**src/rtl/core/ill_pkg.sv**
```systemverilog
// Shared types and constants for the indexed insert/erase list.
// No dependencies; imported by the list top level.
package ill_pkg;

  // Default storage shape
  localparam int CAPACITY_DEF  = 16;
  localparam int WORD_BITS_DEF = 32;

  // Fixed field widths of the stream items
  localparam int CMD_BITS    = 2;
  localparam int INDEX_BITS  = 5;
  localparam int VALUE_BITS  = 32;
  localparam int COUNT_BITS  = 5;
  localparam int STATUS_BITS = 2;
  localparam int IN_BITS     = 40;
  localparam int OUT_BITS    = 40;

  // Command codes
  typedef enum logic [CMD_BITS-1:0] {
    CMD_APPEND = 2'd0,
    CMD_INSERT = 2'd1,
    CMD_ERASE  = 2'd2,
    CMD_READ   = 2'd3
  } cmd_t;

  // Result status codes
  localparam logic [STATUS_BITS-1:0] ST_OK    = 2'd0;
  localparam logic [STATUS_BITS-1:0] ST_RANGE = 2'd1;
  localparam logic [STATUS_BITS-1:0] ST_FULL  = 2'd2;

endpackage

```
**src/rtl/core/indexed_insert_erase_list.sv**
```systemverilog
// Indexed insert/erase list: ordered word list kept in one synchronous RAM.
// Depends on ill_pkg for command codes, status codes and field widths.
//
// Usage:
//   Input channel s_axis_*: one command item per handshake (append, insert
//   at index, erase at index, read at index). Output channel m_axis_*: one
//   result item per command with the read word, count, empty flag, status.
//   The block works on one command at a time. Append, insert at the end,
//   erase of the last entry and a failed command go straight to the result
//   step (S_DONE); a read first passes S_LAST to take the RAM read data;
//   insert and erase below the end pass S_MOVE and S_LAST, and insert then
//   S_PUT to write the new word, before S_DONE. The next command is
//   accepted only once S_DONE has handed the result to the output register.
//   Insert and erase move one entry per cycle through the single RAM read
//   and write port (read entry, write it one place over next cycle); that
//   move loop sets the time for those commands. s_axis_tready is high only
//   while the sequencer is idle.
//   The result sits in an output register, so a new command is taken while
//   an earlier result still waits; a stalled receiver holds the block at
//   its final step until the output register frees up.
//   Reset empties the list (count zero); RAM contents are not cleared and
//   never need to be, since only written entries below count are read.
module indexed_insert_erase_list
  import ill_pkg::*;
#(
  parameter int CAPACITY  = CAPACITY_DEF,
  parameter int WORD_BITS = WORD_BITS_DEF
) (
  input  logic                clk,
  input  logic                rst,
  // Command items
  input  logic                s_axis_tvalid,
  output logic                s_axis_tready,
  // tdata: command[1:0], index[6:2], value[38:7], zero pad[39]
  input  logic [IN_BITS-1:0]  s_axis_tdata,
  // Result items
  output logic                m_axis_tvalid,
  input  logic                m_axis_tready,
  // tdata: read_value[31:0], count[36:32], empty_res[37], status[39:38]
  output logic [OUT_BITS-1:0] m_axis_tdata
);

  localparam int AW = $clog2(CAPACITY);
  localparam int CW = $clog2(CAPACITY + 1);
  localparam int KW = (CW > INDEX_BITS) ? CW : INDEX_BITS;
  localparam int OW = (CW > COUNT_BITS) ? CW : COUNT_BITS;
  localparam int XW = (WORD_BITS > VALUE_BITS) ? WORD_BITS : VALUE_BITS;

  typedef enum logic [4:0] {
    S_IDLE = 5'b00001,
    S_MOVE = 5'b00010,
    S_LAST = 5'b00100,
    S_PUT  = 5'b01000,
    S_DONE = 5'b10000
  } state_t;

  state_t                 state;
  logic [CW-1:0]          cnt;
  logic [CW-1:0]          cnt_res;
  cmd_t                   cmd_q;
  logic [AW-1:0]          idx_q;
  logic [WORD_BITS-1:0]   word_q;
  logic [STATUS_BITS-1:0] status_q;
  logic [VALUE_BITS-1:0]  rd_val;
  logic [AW-1:0]          rd_addr;
  logic [AW-1:0]          end_addr;
  logic [AW-1:0]          prev_addr;
  logic                   have;

  // RAM
  logic [WORD_BITS-1:0]   mem [CAPACITY];
  logic [WORD_BITS-1:0]   mem_q;
  logic                   mem_we;
  logic [AW-1:0]          mem_wa;
  logic [WORD_BITS-1:0]   mem_wd;
  logic [AW-1:0]          mem_ra;

  // Input field decode
  cmd_t                   in_cmd;
  logic [KW-1:0]          in_idx;
  logic [KW-1:0]          cnt_k;
  logic [AW-1:0]          idx_a;
  logic [XW-1:0]          val_ext;
  logic [WORD_BITS-1:0]   in_word;
  logic                   accept;
  logic                   full;
  logic [AW-1:0]          cnt_a;
  logic [AW-1:0]          cnt_m1_a;
  logic [CW-1:0]          cnt_m1;
  logic [AW-1:0]          move_wa;
  logic [XW-1:0]          rd_ext;
  logic [OW-1:0]          cnt_ext;
  logic                   out_free;

  assign in_cmd   = cmd_t'(s_axis_tdata[1:0]);
  assign in_idx   = KW'(s_axis_tdata[6:2]);
  assign val_ext  = XW'(s_axis_tdata[38:7]);
  assign in_word  = val_ext[WORD_BITS-1:0];
  assign cnt_k    = KW'(cnt);
  assign idx_a    = in_idx[AW-1:0];
  assign full     = (cnt == CW'(CAPACITY));
  assign cnt_a    = cnt[AW-1:0];
  assign cnt_m1   = cnt - 1'b1;
  assign cnt_m1_a = cnt_m1[AW-1:0];
  assign accept   = s_axis_tvalid && s_axis_tready;
  assign out_free = !m_axis_tvalid || m_axis_tready;
  assign rd_ext   = XW'(mem_q);
  assign cnt_ext  = OW'(cnt_res);

  assign s_axis_tready = (state == S_IDLE);

  // Move target: one place up for insert, one place down for erase
  assign move_wa = (cmd_q == CMD_INSERT) ? prev_addr + 1'b1 : prev_addr - 1'b1;

  // Select RAM write and read ports
  always_comb begin
    mem_we = 1'b0;
    mem_wa = prev_addr;
    mem_wd = mem_q;
    mem_ra = rd_addr;
    case (state)
      S_IDLE: begin
        mem_ra = idx_a;
        mem_wd = in_word;
        if (accept && in_cmd == CMD_APPEND && !full) begin
          mem_we = 1'b1;
          mem_wa = cnt_a;
        end else if (accept && in_cmd == CMD_INSERT && in_idx == cnt_k && !full) begin
          mem_we = 1'b1;
          mem_wa = idx_a;
        end
      end
      S_MOVE: begin
        mem_we = have;
        mem_wa = move_wa;
      end
      S_LAST: begin
        mem_we = (cmd_q != CMD_READ);
        mem_wa = move_wa;
      end
      S_PUT: begin
        mem_we = 1'b1;
        mem_wa = idx_q;
        mem_wd = word_q;
      end
      default: begin
        mem_we = 1'b0;
      end
    endcase
  end

  // RAM with registered read
  always_ff @(posedge clk) begin
    if (mem_we) begin
      mem[mem_wa] <= mem_wd;
    end
    mem_q <= mem[mem_ra];
  end

  // Command sequencer and output register
  always_ff @(posedge clk) begin
    if (rst) begin
      state         <= S_IDLE;
      cnt           <= '0;
      m_axis_tvalid <= 1'b0;
      have          <= 1'b0;
    end else begin
      if (m_axis_tvalid && m_axis_tready) begin
        m_axis_tvalid <= 1'b0;
      end
      case (state)
        S_IDLE: begin
          if (accept) begin
            cmd_q    <= in_cmd;
            idx_q    <= idx_a;
            word_q   <= in_word;
            rd_val   <= '0;
            status_q <= ST_OK;
            cnt_res  <= cnt;
            have     <= 1'b0;
            state    <= S_DONE;
            case (in_cmd)
              CMD_APPEND: begin
                if (full) begin
                  status_q <= ST_FULL;
                end else begin
                  cnt_res <= cnt + 1'b1;
                end
              end
              CMD_INSERT: begin
                if (in_idx > cnt_k) begin
                  status_q <= ST_RANGE;
                end else if (full) begin
                  status_q <= ST_FULL;
                end else begin
                  cnt_res <= cnt + 1'b1;
                  if (in_idx != cnt_k) begin
                    rd_addr  <= cnt_m1_a;
                    end_addr <= idx_a;
                    state    <= S_MOVE;
                  end
                end
              end
              CMD_ERASE: begin
                if (in_idx >= cnt_k) begin
                  status_q <= ST_RANGE;
                end else begin
                  cnt_res <= cnt_m1;
                  if (idx_a != cnt_m1_a) begin
                    rd_addr  <= idx_a + 1'b1;
                    end_addr <= cnt_m1_a;
                    state    <= S_MOVE;
                  end
                end
              end
              default: begin
                if (in_idx >= cnt_k) begin
                  status_q <= ST_RANGE;
                end else begin
                  state <= S_LAST;
                end
              end
            endcase
          end
        end
        S_MOVE: begin
          // Advance the read pointer; each entry is written in the cycle after its read
          have      <= 1'b1;
          prev_addr <= rd_addr;
          if (rd_addr == end_addr) begin
            state <= S_LAST;
          end else if (cmd_q == CMD_INSERT) begin
            rd_addr <= rd_addr - 1'b1;
          end else begin
            rd_addr <= rd_addr + 1'b1;
          end
        end
        S_LAST: begin
          if (cmd_q == CMD_READ) begin
            rd_val <= rd_ext[VALUE_BITS-1:0];
            state  <= S_DONE;
          end else if (cmd_q == CMD_INSERT) begin
            state <= S_PUT;
          end else begin
            state <= S_DONE;
          end
        end
        S_PUT: begin
          state <= S_DONE;
        end
        S_DONE: begin
          // Hold until the output register is free, then commit the count
          if (out_free) begin
            m_axis_tvalid <= 1'b1;
            m_axis_tdata  <= {status_q, (cnt_res == '0), cnt_ext[COUNT_BITS-1:0], rd_val};
            cnt           <= cnt_res;
            state         <= S_IDLE;
          end
        end
        default: begin
          state <= S_IDLE;
        end
      endcase
    end
  end

  // Count never passes capacity
  a_cnt_cap: assert property (@(posedge clk) disable iff (rst)
    cnt <= CW'(CAPACITY))
    else $error("entry count above capacity");

  // Move reads stay inside the stored entries
  a_move_addr: assert property (@(posedge clk) disable iff (rst)
    (state == S_MOVE) |-> (CW'(rd_addr) < cnt))
    else $error("move read beyond stored entries");

  // A full report leaves the list at capacity
  a_full_cnt: assert property (@(posedge clk) disable iff (rst)
    (state == S_DONE && out_free && status_q == ST_FULL) |=> (cnt == CW'(CAPACITY)))
    else $error("full status without a full list");

  // A new item is taken only with the sequencer idle, which then leaves idle
  a_accept_idle: assert property (@(posedge clk) disable iff (rst)
    accept |=> (state != S_IDLE))
    else $error("sequencer stayed idle after accepting an item");

endmodule
```
**config.mk**
```make
export PLATFORM = sky130hd
export DESIGN_NAME = indexed_insert_erase_list
export DESIGN_NICKNAME = d
export VERILOG_FILES = /design/src/rtl/core/ill_pkg.sv /design/src/rtl/core/indexed_insert_erase_list.sv
export SDC_FILE = /design/constraint.sdc
export NUM_CORES = 1
export LEC_CHECK = 0
export ABC_AREA = 1
export BUFFER_PORTS_ARGS = -buffer_cell sky130_fd_sc_hd__buf_4
export CAP_MARGIN = 20
export CORE_MARGIN = 4
export CORE_UTILIZATION = 37
export DETAILED_ROUTE_END_ITERATION = 6
export PLACE_DENSITY = 0.63
export SYNTH_ARGS = -nofsm -noshare
export SYNTH_HDL_FRONTEND = slang
export SYNTH_SLANG_ARGS = --single-unit
export TNS_END_PERCENT = 10
```
**constraint.sdc**
```tcl
create_clock -name clk -period 11.1 [get_ports clk]
set_clock_uncertainty 0.1 [all_clocks]
set_input_delay 1.665 -clock clk [delete_from_list [all_inputs] [get_ports clk]]
set_output_delay 1.665 -clock clk [all_outputs]
set_load 0.05 [all_outputs]
```
==> results of run 1 <==
[kinds of logic (layout without fill, tap and decap cells)]
logic type                 Yosys count  count (layout)  share of synthesized area [%]
and+or+nand+nor                   1227            1227                          17.64
adders and majority gates           15              15                         0.7154
xor gates and xnor gates            11              11                         0.3400
buffers and inverters              369             506                          5.383
AOI/OAI and AO/OA                  198             198                          4.871
DFF                                685             685                          71.05
[metrics by stage]
stage,worst slack [ns],area (um2)
6_report,6.495,32420
5_1_grt,6.220,32420
4_1_cts,6.516,32270
3_5_place_dp,5.888,30160
3_3_place_gp,5.916,30120
2_1_floorplan,6.144,28330
[final timing paths]
kind,startpoint,endpoint,slack [ns],cells after the start
min reg2reg,rd_val[0]$_SDFFCE_PN0P_,m_axis_tdata[0]$_DFFE_PP_,0.32,0
max reg2reg,cnt[0]$_SDFFE_PP0P_,mem[1][12]$_DFFE_PP_,6.75,16
min,rd_val[0]$_SDFFCE_PN0P_,m_axis_tdata[0]$_DFFE_PP_,0.32,0
max,s_axis_tdata[5],mem[1][12]$_DFFE_PP_,6.50,15
[cells in the final DEF, fill, tap and decap left out, types with 2 or more instances in the layout]
cell type,n
sky130_fd_sc_hd__nor2_1,69
sky130_fd_sc_hd__buf_12,2
sky130_fd_sc_hd__clkbuf_8,10
sky130_fd_sc_hd__dfxtp_1,44
sky130_fd_sc_hd__nor2_4,21
sky130_fd_sc_hd__a21oi_1,22
sky130_fd_sc_hd__ha_1,13
sky130_fd_sc_hd__nor3_1,4
sky130_fd_sc_hd__clkinv_8,2
sky130_fd_sc_hd__clkbuf_1,10
sky130_fd_sc_hd__nand3_1,253
sky130_fd_sc_hd__nand4_1,9
sky130_fd_sc_hd__clkinv_1,7
sky130_fd_sc_hd__clkbuf_16,67
sky130_fd_sc_hd__inv_6,4
sky130_fd_sc_hd__o211ai_1,136
sky130_fd_sc_hd__o21ai_4,5
sky130_fd_sc_hd__o21ai_0,23
sky130_fd_sc_hd__o2111ai_1,2
sky130_fd_sc_hd__fa_1,2
sky130_fd_sc_hd__buf_4,137
sky130_fd_sc_hd__a41oi_1,4
sky130_fd_sc_hd__edfxtp_1,641
sky130_fd_sc_hd__nand3b_1,2
sky130_fd_sc_hd__clkinv_2,20
sky130_fd_sc_hd__o31ai_1,2
sky130_fd_sc_hd__bufinv_16,2
sky130_fd_sc_hd__inv_1,241
sky130_fd_sc_hd__nand2_1,866
sky130_fd_sc_hd__xor2_1,7
sky130_fd_sc_hd__xnor2_1,4
[power by group through the flow]
stage	clock network (mW)	logic, mW	registers (mW)
finish	2.18	1.70	3.26
global route	2.33	1.87	3.27
CTS	2.22	1.64	3.27
detailed placement	0	1.63	3.32
global placement	0	1.57	3.32
floorplan	0	1.10	3.32
[area by class of cell]
cell class	count	area [um2]
Multi-Input combinational cell	1451	6863
Inverter	246	929.6
Timing Repair Buffer	141	1107
Fill cell	6917	43530
Tap cell	1030	1289
Sequential cell	685	20130
Clock buffer	87	1852
Clock inverter	32	252.7
[state kept, by name, summed over array words and instances, names as in the netlist]
name / count
rd_val: 32
prev_addr: 4
end_addr: 4
status_q: 2
idx_q: 4
m_axis_tdata: 40
state: 5
cnt_ext: 5
have: 1
cnt: 5
m_axis_tvalid: 1
mem_q: 32
cmd_q: 2
mem: 512
word_q: 32
rd_addr: 4
[routing by layer]
metal	vias to the layer above	part of all wire (%)
met2	723	49
met4	0	2.2
met3	117	7.6
li1	8718	-
met1	8935	41
met5	-	0
==> flow_metrics.py, run 1 <==
metrics = {
    "grt": {
        "grt_first_pass_wirelength_um": 105400,
        "global_route.usage.met3_pct": 2.294,
        "global_route.usage.met2_pct": 28.89,
        "grt.total_usage_pct": 16.85,
        "grt_overflow": 0,
        "initial_antenna_violation_count": 0,
        "first_global_vias": 17928,
        "grt_most_used_layer": "met2",
        "pin_count_of_the_biggest_net_entering_global_routing": 227,
        "global_route.usage.met1_pct": 22.24,
    },
    "clock_tree": {
        "cts_max_level": 3,
        "cts_tree": "yes",
        "cts-resized-gates": 0,
        "cts.reportedPaths.clkPinSlew_ns": 0.06,
        "clock_insertion_delay_worst_skew_ns": 0.62,
        "cts_buffer_depth": 3,
        "cts_hold_buffers": 0,
        "post_cts.repair.setup_buffers": 0,
        "sink_count": 685,
        "clock_tree.root_cell": "sky130_fd_sc_hd__clkbuf_16",
        "cts-buffers-inserted": 66,
    },
    "route": {
        "postRouteAntennaNets": 0,
        "detail_route.drc_violations": 1,
        "post_detailed_routing_wire_length_um": 69600,
        "firstDrtPassIters": 7,
        "via_count": 18493,
        "drt_iter0_markers": 1617,
        "post_drt_via_cell_ratio": 5.036,
        "final_routed_wire_length_divided_by_cell_count_um": 18.95,
    },
    "die": {
        "die_h_um": 284.7,
        "core_rows": 101,
        "floorplan.die_area_mm2": 0.08107,
        "coreArea_mm2": 0.07595,
        "initial_util_pct": 37.30,
        "die_w_um": 284.7,
        "io-pin-count": 86,
    },
    "power": {
        "power.static_leakage_nw": 12.39,
        "power.ir.vdd_worst_uv": 148.6,
        "netSwitchingPower_mw": 2.238,
        "fin_total_pwr_mw": 7.130,
        "clockPowerShare_pct": 30.5,
        "p_sw_share_pct": 31.39,
        "powerDensity_mw_per_mm2": 219.9,
        "seq_power_share_pct": 45.7,
        "combinationalPowerShare_pct": 23.8,
        "internal_power_mw": 4.891,
    },
    "worst_setup_path": {
        "critical_path_required_ns": 11.26,
        "cpPeakStageDelay_ns": 0.70,
        "cp.buffers_inverters": 2,
        "crit_slowest_cell": "sky130_fd_sc_hd__nor2_4",
        "critical_path_peak_fanout": 17,
        "timing.critical_path.cells": "buf_4, ha_1, nand2_1, nor2_1, nand2_1, nor2_1, nand2_1, nand2_1, nand3_1, nand2_1, nand2_1, nor2_1, nand2_1, nor2_4, buf_4",
        "critical_path.startpoint_type": "input port",
        "critical_path_class": "in2reg",
        "critPathTopFamily": "simple AND/OR/NAND/NOR gates",
        "setup_crit_end_kind": "flop",
        "timing.critical_path.arrival_ns": 4.77,
        "critPathMostFrequentCell": "sky130_fd_sc_hd__nand2_1",
    },
    "logic_synthesis": {
        "synth.top_cell.area_share_pct": 67.94,
        "ys_seq_area_share_pct": 71.05,
        "synthDominantAreaCellType": "sky130_fd_sc_hd__edfxtp_1",
        "synth_top_cells_by_area": "sky130_fd_sc_hd__edfxtp_1 68%, sky130_fd_sc_hd__nand2_1 11%, sky130_fd_sc_hd__nand3_1 4.5%, sky130_fd_sc_hd__o211ai_1 3.6%, sky130_fd_sc_hd__inv_1 3.2%",
        "syn_avg_cell_area_um2": 11.31,
        "post-synth-top-count-cell": "sky130_fd_sc_hd__nand2_1",
        "asyncSetResetFlopFracSynth_pct": 0,
        "synthFlopType": "sky130_fd_sc_hd__edfxtp_1",
        "mappedNetlistArea_mm2": 0.02833,
        "synth_nets": 2564,
        "count_of_flip_flops_with_a_built_in_enable_after_synthesis": 641,
        "synth-warning-count": 0,
        "synth_common_cells": "866 x sky130_fd_sc_hd__nand2_1, 641 x sky130_fd_sc_hd__edfxtp_1, 253 x sky130_fd_sc_hd__nand3_1, 242 x sky130_fd_sc_hd__inv_1, 136 x sky130_fd_sc_hd__o211ai_1",
        "synth-seq-cells": 685,
        "yosysUniqueCellTypes": 35,
        "syn_inst": 2505,
    },
    "sta": {
        "min_period_over_period_pct": 41.49,
        "summed_negative_setup_slack_over_all_endpoints_ns": 0,
        "post_route_hold_slack_ns": 0.3156,
        "setup_violations": 0,
        "worst_slew_pin_slew_ns": 1.216,
        "min_period_ns": 4.605,
        "slew_headroom_pct": 18.95,
        "max_freq_mhz": 217.2,
        "finalHoldViolations": 0,
        "setup_repair_after_global_routing_missed_its_margin": "false",
        "final-max-slew-violation-count": 0,
    },
    "job": {
        "maxCapViolCount": 0,
    },
    "placement": {
        "dpl.hpwl_um": 37070,
        "placedCellCount": 3533,
        "i_o_buffers": 84,
        "finalWeightedCongestion": 0.8717,
    },
    "finish": {
        "area_growth_syn_to_layout_pct": 14.44,
        "fin_util_pct": 42.69,
        "finalNetCount": 2650,
        "drive_above_1_share_pct": 10.45,
        "antenna_cell_count": 0,
        "stdcell_count": 3672,
    },
    "worst_hold_path": {
        "timing.hold.worst.class": "reg2reg",
    },
    "outcome": {
        "run_status": "finished, violations left",
        "failed_checks": "DRC",
    },
}
No activity file was read; power rests on OpenSTA's default activity.
==> inputs of run 2 (changes only) <==
PLACE_DENSITY = 0.65   (was 0.63)
clock period = 4.11 ns   (was 11.1 ns; I/O delays follow)
==> run 2 against run 1 <==
Effect of this change: the flow now finishes without violations; sequential cell count unchanged; die area unchanged; count of clock-buffer cells in the layout increased by 13; final cell count increased by 0.90%; wire length decreased by 2.3%; critical path depth unchanged; setup slack got worse by 5.9 ns; sequential power increased to 2.7 times the previous value; non-clock buffer count increased by 31; first-iteration DRC count increased by 9.6%; clock power increased to 2.7 times the previous value; sequential share of layout area decreased by 0.99 points; largest power group unchanged.
==> flow_metrics.py, run 2 (synthesis gave the netlist of run 1 again) <==
metrics = {
    "die": {
        "initial_util_pct": 37.30,
        "die_h_um": 284.7,
        "die_w_um": 284.7,
        "core_rows": 101,
        "floorplan.die_area_mm2": 0.08107,
        "io-pin-count": 86,
        "coreArea_mm2": 0.07595,
    },
    "worst_setup_path": {
        "critical_path_class": "reg2reg",
        "critical_path.startpoint_type": "flop",
        "critPathMostFrequentCell": "sky130_fd_sc_hd__nand2_1",
        "reg_to_reg_startpoint": "cnt[2]$_SDFFE_PP0P_",
        "reg2reg_to": "mem[12][0]$_DFFE_PP_",
        "timing.critical_path.cells": "inv_1, ha_1, nand2_1, nor2_1, nand2_1, nor2_1, nand2_1, nand2_1, nand3_1, nand2_1, nand2_1, nor2_1, nand2_1, nor2_4, buf_4",
        "cp.buffers_inverters": 2,
        "r2r.worst_path.cells": 15,
        "critical_path_required_ns": 4.25,
        "crit_slowest_cell": "sky130_fd_sc_hd__dfxtp_1",
        "critPathTopFamily": "simple AND/OR/NAND/NOR gates",
        "setup.reg_to_reg.worst_slack_ns": 0.58,
        "setup_crit_end_kind": "flop",
        "timing.critical_path.arrival_ns": 3.67,
        "cpPeakStageDelay_ns": 0.50,
        "critical_path_peak_fanout": 19,
    },
    "grt": {
        "first_global_vias": 17569,
        "pin_count_of_the_biggest_net_entering_global_routing": 129,
        "grt_first_pass_wirelength_um": 104600,
        "grt_overflow": 0,
        "grt.total_usage_pct": 16.62,
        "initial_antenna_violation_count": 1,
    },
    "sta": {
        "min_period_over_period_pct": 85.84,
        "finalHoldViolations": 0,
        "setup_repair_after_global_routing_missed_its_margin": "false",
        "summed_negative_setup_slack_over_all_endpoints_ns": 0,
        "min_period_ns": 3.528,
        "setup_violations": 0,
        "worst_slew_pin_slew_ns": 0.9835,
        "post_route_hold_slack_ns": 0.09969,
        "final-max-slew-violation-count": 0,
        "slew_headroom_pct": 34.44,
        "max_freq_mhz": 283.4,
    },
    "route": {
        "final_routed_wire_length_divided_by_cell_count_um": 18.36,
        "drt_iter0_markers": 1772,
        "detail_route.drc_violations": 0,
        "post_detailed_routing_wire_length_um": 68020,
        "via_count": 18237,
        "firstDrtPassIters": 5,
        "postRouteAntennaNets": 0,
        "post_drt_via_cell_ratio": 4.922,
    },
    "clock_tree": {
        "clock_tree.root_cell": "sky130_fd_sc_hd__clkbuf_16",
        "cts-resized-gates": 0,
        "cts_tree": "yes",
        "cts.reportedPaths.clkPinSlew_ns": 0.06,
        "cts_hold_buffers": 0,
        "post_cts.repair.setup_buffers": 0,
        "clock_insertion_delay_worst_skew_ns": 0.60,
        "sink_count": 685,
        "cts_buffer_depth": 3,
        "cts_max_level": 3,
        "cts-buffers-inserted": 68,
    },
    "job": {
        "maxCapViolCount": 0,
    },
    "finish": {
        "antenna_cell_count": 0,
        "area_growth_syn_to_layout_pct": 16.29,
        "largest_reg_flops": 512,
        "most_common_library_cell_in_the_layout_ignoring_fill_and_taps": "sky130_fd_sc_hd__nand2_1",
        "drive_above_1_share_pct": 11.07,
        "fin_util_pct": 43.38,
        "layout.cells.most_common_list": "866 x sky130_fd_sc_hd__nand2_1, 641 x sky130_fd_sc_hd__edfxtp_1, 253 x sky130_fd_sc_hd__nand3_1",
        "stdcell_count": 3705,
        "max_flop_register": "mem",
        "reg.largest.list": "mem x512, m_axis_tdata x40",
        "finalNetCount": 2683,
    },
    "outcome": {
        "run_status": "completed",
    },
    "placement": {
        "finalWeightedCongestion": 0.8597,
        "i_o_buffers": 84,
        "placedCellCount": 3575,
        "dpl.hpwl_um": 39480,
    },
    "worst_hold_path": {
        "hold_end": "word_q[13]$_DFFE_PP_",
        "timing.hold.worst.class": "in2reg",
        "hold_path.startpoint": "s_axis_tdata[20]",
        "worstHoldPathCells": 1,
    },
    "power": {
        "powerDensity_mw_per_mm2": 599.1,
        "power.static_leakage_nw": 12.60,
        "fin_total_pwr_mw": 19.74,
        "power.ir.vdd_worst_uv": 318.6,
    },
}
==> run 2: changes by cell type in the layout (fill, tap and decap cells not counted) <==
| cell | previous run | this run |
|---|---|---|
| sky130_fd_sc_hd__inv_6 | 4 | 3 |
| sky130_fd_sc_hd__clkinvlp_4 | 0 | 1 |
| sky130_fd_sc_hd__buf_12 | 2 | 24 |
| sky130_fd_sc_hd__buf_16 | 1 | 0 |
| sky130_fd_sc_hd__clkbuf_16 | 67 | 71 |
| sky130_fd_sc_hd__inv_1 | 241 | 240 |
| sky130_fd_sc_hd__clkbuf_1 | 10 | 21 |
| sky130_fd_sc_hd__clkbuf_8 | 10 | 8 |
| sky130_fd_sc_hd__clkinv_1 | 7 | 10 |
| sky130_fd_sc_hd__inv_16 | 1 | 0 |
| sky130_fd_sc_hd__buf_6 | 1 | 0 |
| sky130_fd_sc_hd__clkinv_2 | 20 | 8 |
| sky130_fd_sc_hd__buf_4 | 137 | 148 |
==> run 2: worst max path at each step <==
| stage | depth (start not counted) | start | slack, ns | end |
|---|---|---|---|---|
| 2_1_floorplan | 8 | state[0]$_SDFFE_PP1P_ | 0.19 | end_addr[0]$_DFFE_PP_ |
| 3_3_place_gp | 15 | s_axis_tdata[4] | 0.54 | mem[12][12]$_DFFE_PP_ |
| 3_5_place_dp | 15 | s_axis_tdata[5] | 0.48 | mem[12][12]$_DFFE_PP_ |
| 4_1_cts | 15 | cnt[2]$_SDFFE_PP0P_ | 0.55 | mem[12][28]$_DFFE_PP_ |
| 5_1_grt | 15 | cnt[2]$_SDFFE_PP0P_ | 0.26 | mem[12][28]$_DFFE_PP_ |
| 6_report | 15 | cnt[2]$_SDFFE_PP0P_ | 0.58 | mem[12][0]$_DFFE_PP_ |
==> run 2: final cells by class <==
class	count	area (um2)
sequential	685	20130
timing repair buffer	172	1592
tap	1030	1289
fill	6917	43000
multi-input combinational	1451	6863
clock inverter	21	180.2
clock buffer	100	1966
inverter	246	928.4
==> run 2: routing by layer <==
layer / global-route usage [%] / vias up / part of all wire (%)
met2: 27.26 / 577 / 47
met3: 2.582 / 123 / 6.9
met4: 5.581 / 0 / 2.6
met5: 0 / - / 0
met1: 22.70 / 8757 / 43
li1: - / 8780 / -
==> run 2: where the power goes <==
| part | total (mW) | switching (mW) | internal [mW] |
|---|---|---|---|
| Sequential | 8.78 | 0.102 | 8.68 |
| Clock | 5.99 | 2.54 | 3.45 |
| Combinational | 4.97 | 3.62 | 1.35 |
| Total | 19.7 | 6.26 | 13.5 |
==> run 2: metrics by stage <==
stage,setup WS (ns),area [um2]
2_1_floorplan,0.1881,28330
3_3_place_gp,0.5395,30730
3_5_place_dp,0.4769,30730
4_1_cts,0.5549,32880
5_1_grt,0.2600,32950
6_report,0.5818,32950
==> run 2: worst register-to-register path, delay by kind of cell, from the launching register on <==
family	cells	cell delay, ns
and+or+nand+nor	12	1.67
buffers and inverters	2	0.56
DFF	1	0.50
adders and majority gates	1	0.33
==> inputs of run 3 (changes only) <==
ABC_AREA = unset   (was 1)
==> run 3 against run 2 <==
Effect of this change: utilization up 0.30 points; largest cell class unchanged; setup slack worse by 0.15 ns; final cell count down 17%; largest power group unchanged.
==> flow_metrics.py, run 3 <==
metrics = {
    "worst_setup_path": {
        "setup_crit_end_kind": "flop",
        "critical_path_peak_fanout": 15,
        "reg2reg_to": "mem[8][29]$_DFFE_PP_",
        "critical_path_class": "reg2reg",
        "timing.critical_path.arrival_ns": 3.83,
        "reg_to_reg_startpoint": "cnt[1]$_SDFFE_PP0P_",
        "setup.reg_to_reg.worst_slack_ns": 0.43,
        "r2r.worst_path.cells": 9,
        "critical_path_required_ns": 4.27,
        "critical_path.startpoint_type": "flop",
    },
    "clock_tree": {
        "cts_hold_buffers": 0,
        "cts_max_level": 3,
        "cts_buffer_depth": 3,
        "cts-resized-gates": 0,
        "cts.reportedPaths.clkPinSlew_ns": 0.06,
        "clock_insertion_delay_worst_skew_ns": 0.61,
        "cts_tree": "yes",
        "cts-buffers-inserted": 68,
        "clock_tree.root_cell": "sky130_fd_sc_hd__clkbuf_16",
        "post_cts.repair.setup_buffers": 0,
        "sink_count": 685,
    },
    "sta": {
        "slew_headroom_pct": 44.44,
        "worst_slew_pin_slew_ns": 0.8123,
        "min_period_over_period_pct": 89.45,
        "finalHoldViolations": 0,
        "setup_repair_after_global_routing_missed_its_margin": "false",
        "summed_negative_setup_slack_over_all_endpoints_ns": 0,
        "setup_violations": 0,
        "final-max-slew-violation-count": 0,
        "max_freq_mhz": 272.0,
        "min_period_ns": 3.677,
    },
    "worst_hold_path": {
        "hold_end": "word_q[21]$_DFFE_PP_",
        "timing.hold.worst.class": "in2reg",
        "worstHoldPathCells": 1,
        "hold_path.startpoint": "s_axis_tdata[28]",
    },
    "logic_synthesis": {
        "synth_top_cells_by_area": "sky130_fd_sc_hd__edfxtp_1 69%, sky130_fd_sc_hd__dfxtp_1 3.2%, sky130_fd_sc_hd__a21oi_1 2.6%, sky130_fd_sc_hd__mux2i_1 2.4%, sky130_fd_sc_hd__o22ai_1 2.2%",
        "syn_avg_cell_area_um2": 14.28,
        "main_combinational_cell_family_by_area_after_synthesis": "compound AO/OA/AOI/OAI gates",
        "synth_common_cells": "641 x sky130_fd_sc_hd__edfxtp_1, 145 x sky130_fd_sc_hd__a21oi_1, 144 x sky130_fd_sc_hd__nand2_1, 112 x sky130_fd_sc_hd__clkbuf_1, 100 x sky130_fd_sc_hd__o22ai_1",
        "mappedNetlistArea_mm2": 0.02783,
        "post_synthesis_xor_xnor_area_fraction_pct": 0.7418,
        "synth_nets": 2008,
        "adder_cell_share_of_the_synthesized_area_pct": 0.7283,
        "post-synth-top-count-cell": "sky130_fd_sc_hd__edfxtp_1",
        "count_of_flip_flops_with_a_built_in_enable_after_synthesis": 641,
        "synth.top_cell.area_share_pct": 69.16,
        "synthDominantAreaCellType": "sky130_fd_sc_hd__edfxtp_1",
        "synthFlopType": "sky130_fd_sc_hd__edfxtp_1",
        "synth-warning-count": 0,
        "ys_seq_area_share_pct": 72.33,
        "yosysUniqueCellTypes": 65,
        "synth-simple-area-share_pct": 9.001,
        "synth_compound_gate_area_share_pct": 12.41,
        "asyncSetResetFlopFracSynth_pct": 0,
        "syn_inst": 1949,
        "synth-seq-cells": 685,
        "share_of_cell_area_taken_by_muxes_after_synthesis_pct": 2.446,
    },
    "placement": {
        "dpl.hpwl_um": 44120,
        "i_o_buffers": 84,
        "placedCellCount": 2936,
        "finalWeightedCongestion": 0.8751,
    },
    "route": {
        "via_count": 18160,
        "firstDrtPassIters": 7,
        "final_routed_wire_length_divided_by_cell_count_um": 24.88,
        "postRouteAntennaNets": 0,
        "detail_route.drc_violations": 0,
        "post_drt_via_cell_ratio": 5.935,
        "drt_iter0_markers": 1638,
        "post_detailed_routing_wire_length_um": 76120,
    },
    "finish": {
        "stdcell_count": 3060,
        "area_of_combinational_cells_with_multiple_inputs_mm2": 0.007456,
        "fillers": 6482,
        "layout.cells.most_common_list": "641 x sky130_fd_sc_hd__edfxtp_1, 145 x sky130_fd_sc_hd__a21oi_1, 143 x sky130_fd_sc_hd__nand2_1",
        "finalNetCount": 2097,
        "drive_above_1_share_pct": 15.93,
        "max_flop_register": "mem",
        "area_growth_syn_to_layout_pct": 16.84,
        "most_common_library_cell_in_the_layout_ignoring_fill_and_taps": "sky130_fd_sc_hd__edfxtp_1",
        "reg.largest.list": "mem x512, m_axis_tdata x40",
        "largest_reg_flops": 512,
        "regArea_mm2": 0.02013,
    },
    "grt": {
        "grt_first_pass_wirelength_um": 114000,
        "first_global_vias": 18268,
        "grt.total_usage_pct": 18.87,
        "initial_antenna_violation_count": 2,
        "grt_overflow": 0,
        "pin_count_of_the_biggest_net_entering_global_routing": 61,
    },
    "die": {
        "initial_util_pct": 37.38,
        "floorplan.die_area_mm2": 0.07967,
        "die_w_um": 282.3,
        "core_rows": 100,
        "coreArea_mm2": 0.07445,
        "die_h_um": 282.3,
        "io-pin-count": 86,
    },
    "power": {
        "power.ir.vdd_worst_uv": 295.7,
        "powerDensity_mw_per_mm2": 512.3,
        "power.static_leakage_nw": 10.84,
    },
    "job": {
        "maxCapViolCount": 0,
    },
    "outcome": {
        "run_status": "completed",
    },
}
[run 3: worst max path at each step]
stage | startpoint | end | depth (start not counted)
after floorplan | s_axis_tdata[2] | mem[7][0]$_DFFE_PP_ | 9
after global placement | s_axis_tdata[5] | mem[1][6]$_DFFE_PP_ | 10
after detailed placement | s_axis_tdata[5] | mem[1][16]$_DFFE_PP_ | 10
after CTS | state[1]$_SDFFE_PP0P_ | mem[13][20]$_DFFE_PP_ | 9
after global routing | state[1]$_SDFFE_PP0P_ | mem[13][18]$_DFFE_PP_ | 9
final | cnt[1]$_SDFFE_PP0P_ | mem[8][29]$_DFFE_PP_ | 9
[run 3: cell families (layout without fill, tap and decap cells)]
group | after synthesis | in the layout
xor gates and xnor gates | 22 | 22
adders and majority gates | 15 | 15
buffers and inverters | 159 | 300
DFF | 685 | 685
muxes | 68 | 68
and+or+nand+nor | 505 | 505
other | 0 | 1
AOI/OAI and AO/OA | 495 | 495
[run 3: per-layer routing]
layer  part of all wire, %  up-vias  track usage (%)
met2                    49      925            32.33
li1                      -     7930                -
met4                   2.8        0            6.535
met3                   8.4      148            3.202
met1                    40     9157            24.42
met5                     0        -                0
[run 3: power by group]
part / leakage (nW) / internal, mW / switching, mW / total [mW]
clock network: 1.08 / 3.58 / 2.55 / 6.13
logic: 3.56 / 0.621 / 1.56 / 2.18
registers: 6.20 / 8.18 / 0.165 / 8.34
total: 10.8 / 12.4 / 4.28 / 16.7
[run 3: worst max-delay path: stages, from the launching register on]
cell and delay [ns]:
sky130_fd_sc_hd__dfxtp_1 0.40, sky130_fd_sc_hd__inv_1 0.18, sky130_fd_sc_hd__ha_1 0.18, sky130_fd_sc_hd__nor4bb_1 0.34, sky130_fd_sc_hd__nor2_1 0.22, sky130_fd_sc_hd__a311oi_1 0.30, sky130_fd_sc_hd__o21ai_0 0.19, sky130_fd_sc_hd__a211o_1 0.61
sky130_fd_sc_hd__nor4b_4 0.39, sky130_fd_sc_hd__buf_4 0.40
[run 3: per-stage QoR]
stage          area (um2)  power, mW  worst slack, ns  hold slack [ns]  utilization [%]
5_1_grt             32510      17.24           0.2113          0.06866            43.67
3_3_place_gp        30280      10.56           0.2156           0.3014            40.67
2_1_floorplan       28010      9.719          -0.4425           0.3003                -
3_5_place_dp        30300      10.64           0.2644           0.3045            40.71
4_1_cts             32510      16.73           0.4614          0.05805            43.66
6_report            32520      16.66           0.4334          0.09064            43.68
[run 3: area by class of cell]
class | instances | area share (%)
flip-flops and latches | 685 | 61.91
multi-input cells | 1105 | 22.93
clock buffers | 97 | 5.883
repair buffers | 159 | 4.425
well taps | 969 | 3.729
clock inverters | 25 | 0.8889
inverters | 19 | 0.2270
diodes | 1 | 0.007696
